[src/frustum_bounds_cull_test_core_assert.svh]
// Assertion macros shared by the frustum cull test RTL.
`ifndef FRUSTUM_BOUNDS_CULL_TEST_CORE_ASSERT_SVH
`define FRUSTUM_BOUNDS_CULL_TEST_CORE_ASSERT_SVH

// Same-cycle implication, checked outside reset.
`define FBCT_ASSERT_IMPLY(label, clk, rst_n, ante, cons) \
    label: assert property (@(posedge clk) disable iff (!rst_n) (ante) |-> (cons)) \
        else $error("same-cycle implication violated");

// Next-cycle implication, checked outside reset.
`define FBCT_ASSERT_NEXT(label, clk, rst_n, ante, cons) \
    label: assert property (@(posedge clk) disable iff (!rst_n) (ante) |=> (cons)) \
        else $error("next-cycle implication violated");

`endif

[src/fbct_pkg.sv]
// Shared types, widths and codes for the frustum cull test block.
package fbct_pkg;

    localparam int COORD_W    = 16;
    localparam int LEN_W      = 15;
    localparam int COEF_W     = 16;
    localparam int FRAC_BITS  = 14;
    localparam int PLANE_REGS = 6;
    localparam int CFG_IDX_W  = 3;
    localparam int CFG_DATA_W = 64;
    localparam int DEFAULT_PLANE_COUNT = 6;

    // dot product: three 32-bit products summed -> 34 bits, shifted by 14, plus D
    localparam int DOT_W  = 2 * COORD_W + 2;
    localparam int DIST_W = DOT_W - FRAC_BITS + 1;
    // projected radius: three 31-bit products summed -> 33 bits, shifted by 14
    localparam int PRAD_W = COEF_W + LEN_W + 2;
    localparam int RAD_W  = PRAD_W - FRAC_BITS;

    localparam logic [1:0] CONT_OUTSIDE   = 2'd0;
    localparam logic [1:0] CONT_INTERSECT = 2'd1;
    localparam logic [1:0] CONT_INSIDE    = 2'd2;

    // One plane register: A in the low 16 bits, D in the high 16 bits.
    typedef struct packed {
        logic signed [COEF_W-1:0]  d;
        logic signed [COEF_W-1:0]  c;
        logic signed [COEF_W-1:0]  b;
        logic signed [COEF_W-1:0]  a;
    } t_plane;

    // One input transaction.
    typedef struct packed {
        logic                      mode;
        logic signed [COORD_W-1:0] center_x;
        logic signed [COORD_W-1:0] center_y;
        logic signed [COORD_W-1:0] center_z;
        logic [LEN_W-1:0]          sphere_radius;
        logic [LEN_W-1:0]          extent_x;
        logic [LEN_W-1:0]          extent_y;
        logic [LEN_W-1:0]          extent_z;
    } t_item;

    // Per-plane registered distance and radius.
    typedef struct packed {
        logic signed [DIST_W-1:0]  dist_val;
        logic [RAD_W-1:0]          rad;
    } t_lane_res;

endpackage

[src/fbct_plane_regs.sv]
// Frustum plane configuration registers with a plain write port.
module fbct_plane_regs
    import fbct_pkg::*;
(
    input  logic                  i_clk,
    input  logic                  i_rst_n,
    input  logic                  i_cfg_we,
    input  logic [CFG_IDX_W-1:0]  i_cfg_idx,
    input  logic [CFG_DATA_W-1:0] i_cfg_data,
    output t_plane                o_planes [PLANE_REGS]
);

    t_plane r_planes [PLANE_REGS];

    // Write the addressed plane; indices past the last plane are dropped.
    always_ff @(posedge i_clk) begin
        if (!i_rst_n) begin
            for (int i = 0; i < PLANE_REGS; i++) begin
                r_planes[i] <= '0;
            end
        end else if (i_cfg_we) begin
            for (int i = 0; i < PLANE_REGS; i++) begin
                if (i_cfg_idx == CFG_IDX_W'(i)) begin
                    r_planes[i] <= t_plane'(i_cfg_data);
                end
            end
        end
    end

    assign o_planes = r_planes;

endmodule

[config.mk]
export PLATFORM = sky130hd
export DESIGN_NAME = fbct_plane_regs
export DESIGN_NICKNAME = d
export VERILOG_FILES = /design/src/frustum_bounds_cull_test_core_assert.svh /design/src/fbct_pkg.sv /design/src/fbct_plane_regs.sv
export SDC_FILE = /design/constraint.sdc
export NUM_CORES = 1
export LEC_CHECK = 0
export BUFFER_PORTS_ARGS = -buffer_cell sky130_fd_sc_hd__clkbuf_2
export CAP_MARGIN = 10
export CORE_AREA = 2 2 178 180
export CTS_CLUSTER_SIZE = 24
export DETAILED_ROUTE_END_ITERATION = 12
export DIE_AREA = 0 0 180 182
export GPL_ROUTABILITY_DRIVEN = 0
export GPL_TIMING_DRIVEN = 0
export MAX_ROUTING_LAYER = met4
export PLACE_DENSITY = 0.78
export SKIP_LAST_GASP = 1
export SYNTH_ARGS = -nofsm -noshare
export SYNTH_HDL_FRONTEND = slang
export SYNTH_SLANG_ARGS = --single-unit
[constraint.sdc]
create_clock -name i_clk -period 2.3 [get_ports i_clk]
set_input_delay 0.345 -clock i_clk [delete_from_list [all_inputs] [get_ports i_clk]]
set_output_delay 0.345 -clock i_clk [all_outputs]
set_load 0.005 [all_outputs]
==> key figures <==
Logic synthesis
  • Total of flip-flops plus latches after synthesis: 384
  • Synthesized netlist net count: around 1.4k
  • Average cell area after synthesis: about 11 sq um
  • Share of synthesized area occupied by flip-flops and latches: about 55%
  • Synth top area cells: dfxtp_1, mux2i_1, nand2_1, buf_6, buf_12
  • Async set-or-reset flop fraction in the synthesized netlist: 0%
  • Most numerous cell types in the synthesized netlist: nand2_1, dfxtp_1, mux2i_1
  • Yosys top cell by area: dfxtp_1
  • Number of synthesized flops with an enable pin: 0
  • Summed instance area of the synthesized netlist: around 0.014 sq mm
  • Leading cell type by number of instances after synthesis: nand2_1
  • Syn. warnings: 0
  • Gate count after technology mapping: 1,314
  • Distinct cells, synth: 12
  • Fraction of post-synthesis cell area in the top cell type by area: roughly 55%
  • Main synth FF type: dfxtp_1

CTS
  • Cell chosen for the clock root: clkbuf_16
  • Clock-pin slew on the worst setup and hold paths: roughly 60 ps
  • Post-CTS setup buffers: 0
  • Number of hold buffers added after cts: 0
  • Longest Clk Path Bufs: 3
  • Number of levels the H-tree was split into: 2
  • Resized cells post-CTS: 0
  • Number of sinks handled by clock tree synthesis: around 380
  • TritonCTS buffer count: 39
  • Clock latency on the worst-skew pair: approximately 510 ps
  • CTS tree: yes

Worst setup path
  • Startpoint of the worst register-to-register path: o_planes[182]
  • R2r setup slk: 1600 ps
  • Category of the worst setup path capture point: output pin
  • Category of the worst setup path launch point: flip-flop
  • Crit-path max cell delay: 390 ps
  • Number of buffer and inverter stages on the critical path: 1
  • Critical Path Fanout Max: 2
  • Setup CP Type: reg -> out
  • R2R depth: 2
  • CP max-delay cell: dfxtp_1
  • Family with the most delay on the worst path: flip-flops
  • WP data required: a little under 2000 ps
  • Data arrival time of the critical path: between 1000 and 1500 ps
  • Cells traversed along the worst timing path: clkbuf_2
  • Capture instance of the worst register-to-register path: o_planes[182]

Timing
  • Pins over their slew limit: 0
  • Final worst setup slack: 892 ps
  • Final worst-path cycle share: ~61%
  • Setup repair after global routing missed its margin: no
  • Min cycle time layout: 1410 ps
  • Setup TNS: 0 ps
  • Transition time at the pin with the least slew margin: about 690 ps
  • Hold_ws: 212 ps
  • Fmax achieved: around 0.71 GHz
  • Final Hold Fails: 0
  • Fin Clk Skew: 0 ps
  • Final number of setup-violating endpoints: 0
  • Slew Limit Headroom: 54.0%

Worst hold path
  • Instance count along the most critical hold path: 3
  • Min-Delay Path Class: in -> reg
  • Endpoint of the worst hold path: o_planes[263]
  • Launch point of the worst hold path: i_cfg_data[7]

Die
  • Width of the die: 180 um
  • Initial cell density of the core: a little under half
  • Number of core rows: 65
  • I/O pin count: about 450
  • Core ar.: slightly above 0.03 sq mm
  • Vertical extent of the die: 182 um
  • Total Die Area: roughly 0.033 sq mm

Power
  • VDD IR-drop max: roughly 0.54 mV
  • Combinational cell fraction of total power: about 6.4%
  • Sequential share of power: ~48%
  • Cell-internal power: between 10 and 15 mW
  • Static Leak: ~9.8 nW
  • Power per unit of standard cell area: roughly 800 mW/mm^2
  • Net Sw Frac: about 23%
  • Pwr Total: 14.4 mW
  • Part of the power in the clock network: between 40% and 50%
  • Power spent charging and discharging nets: around 3.2 mW

Drt
  • Antenna-violating nets left: 0
  • DRT Pass-1 Iters: 5
  • Detailed-route wire length per cell: around 19 um
  • Wirelength, routed: ~43 mm
  • Post-route DRC: 0
  • Count of routing violations after the opening detailed-route iteration: ~520
  • Vias per std cell: between 5 and 6
  • Detailed-route via count: 11.4k

Global routing
  • Total gr overflow: 0
  • Via count of the first global-routing pass: ~11k
  • Total global-route track usage: a little over a quarter
  • Largest net degree at the start of global routing: 15
  • Number of antenna violations at the first check in global routing: 0
  • First-pass GRT wire length: 64.7 mm

Final layout
  • Area added between synthesis and finish: 29.4%
  • Layout net count: between 1.5k and 2k
  • Largest register FFs: about 380
  • Finished Cell Area: roughly 0.018 sq mm
  • Fraction of layout cells with a size suffix above 1: a little under a third
  • # fillers: approximately 2.6k

Place
  • DP Wirelength: around 32 mm
  • Placement Setup Slack: 467 ps
  • Port Buf Inserts: 452
  • Cell area after placement: between 0.015 and 0.02 sq mm

Run
  • Number of max-cap violations: 0

Status
  • Run status: finished, final reports clean
==> cells in the final DEF (no fill, tap or decap), types with 6 or more instances in the layout <==
| cell | n |
|---|---|
| buf_2 | 14 |
| dfxtp_1 | 384 |
| clkbuf_8 | 12 |
| clkbuf_2 | 452 |
| clkbuf_16 | 41 |
| clkinv_2 | 6 |
| buf_12 | 7 |
| nand2_1 | 448 |
| clkbuf_1 | 35 |
| buf_6 | 30 |
| mux2i_1 | 384 |
| buf_4 | 6 |
==> logic make-up (layout without fill, tap and decap cells) <==
logic type             after synthesis  after routing  synth area share (%)
muxes                              384            384                  27.4
and+or+nand+nor                    454            454                  12.5
DFF                                384            384                  54.9
other                                0              1                     0
buffers and inverters               92            613                  5.17
==> layer usage <==
metal | vias to the layer above | track usage, % | share of wire, % | wire, um
met5 | - | - | 0 | 0
met4 | 0 | 9.43 | 3.6 | 1580
met3 | 104 | 5.58 | 7.2 | 3110
met2 | 459 | 44.2 | 49 | 21100
met1 | 5467 | 30.6 | 40 | 17500
li1 | 5329 | - | - | -
==> worst register-to-register path: cells and delay by family, from the launching register on <==
family	cells	cell delay, ps
DFF	1	350
muxes	1	200
and+or+nand+nor	1	80
==> per-stage QoR <==
stage / utilization [%] / std cells
2_1_floorplan: - / 1314
3_3_place_gp: 54.1 / 2168
3_5_place_dp: 54.1 / 2168
4_1_cts: 58.5 / 2237
5_1_grt: 58.5 / 2237
6_report: 58.5 / 2238
==> how the worst max path moves through the flow <==
stage / startpoint / to / slack (ps) / cells after the start
2_1_floorplan: i_cfg_idx[0] / o_planes[320] / 1090 / 4
3_3_place_gp: i_rst_n / o_planes[366] / 510 / 5
3_5_place_dp: i_rst_n / o_planes[301] / 470 / 5
4_1_cts: o_planes[340] / o_planes[340] / 880 / 1
5_1_grt: o_planes[31] / o_planes[31] / 880 / 1
6_report: o_planes[31] / o_planes[31] / 890 / 1
==> area by class of cell <==
type | count | area, sq um | area share [%]
Antenna cell | 1 | 2.50 | 0.0138
Clock buffer | 57 | 1210 | 6.65
Multi-Input combinational cell | 838 | 5600 | 30.9
Tap cell | 402 | 503 | 2.77
Clock inverter | 12 | 144 | 0.794
Sequential cell | 384 | 7690 | 42.4
Timing Repair Buffer | 452 | 2260 | 12.5
Buffer | 92 | 724 | 4.00
==> power groups by stage <==
stage	logic, mW	registers [mW]	clock network, mW
after floorplan	0.468	7.03	0
after global placement	0.898	7.02	0
after detailed placement	0.916	7.02	0
after CTS	0.919	6.88	6.65
after global routing	0.981	6.89	6.93
final	0.912	6.88	6.56
Note: power is estimated with default switching activity, not from simulation.
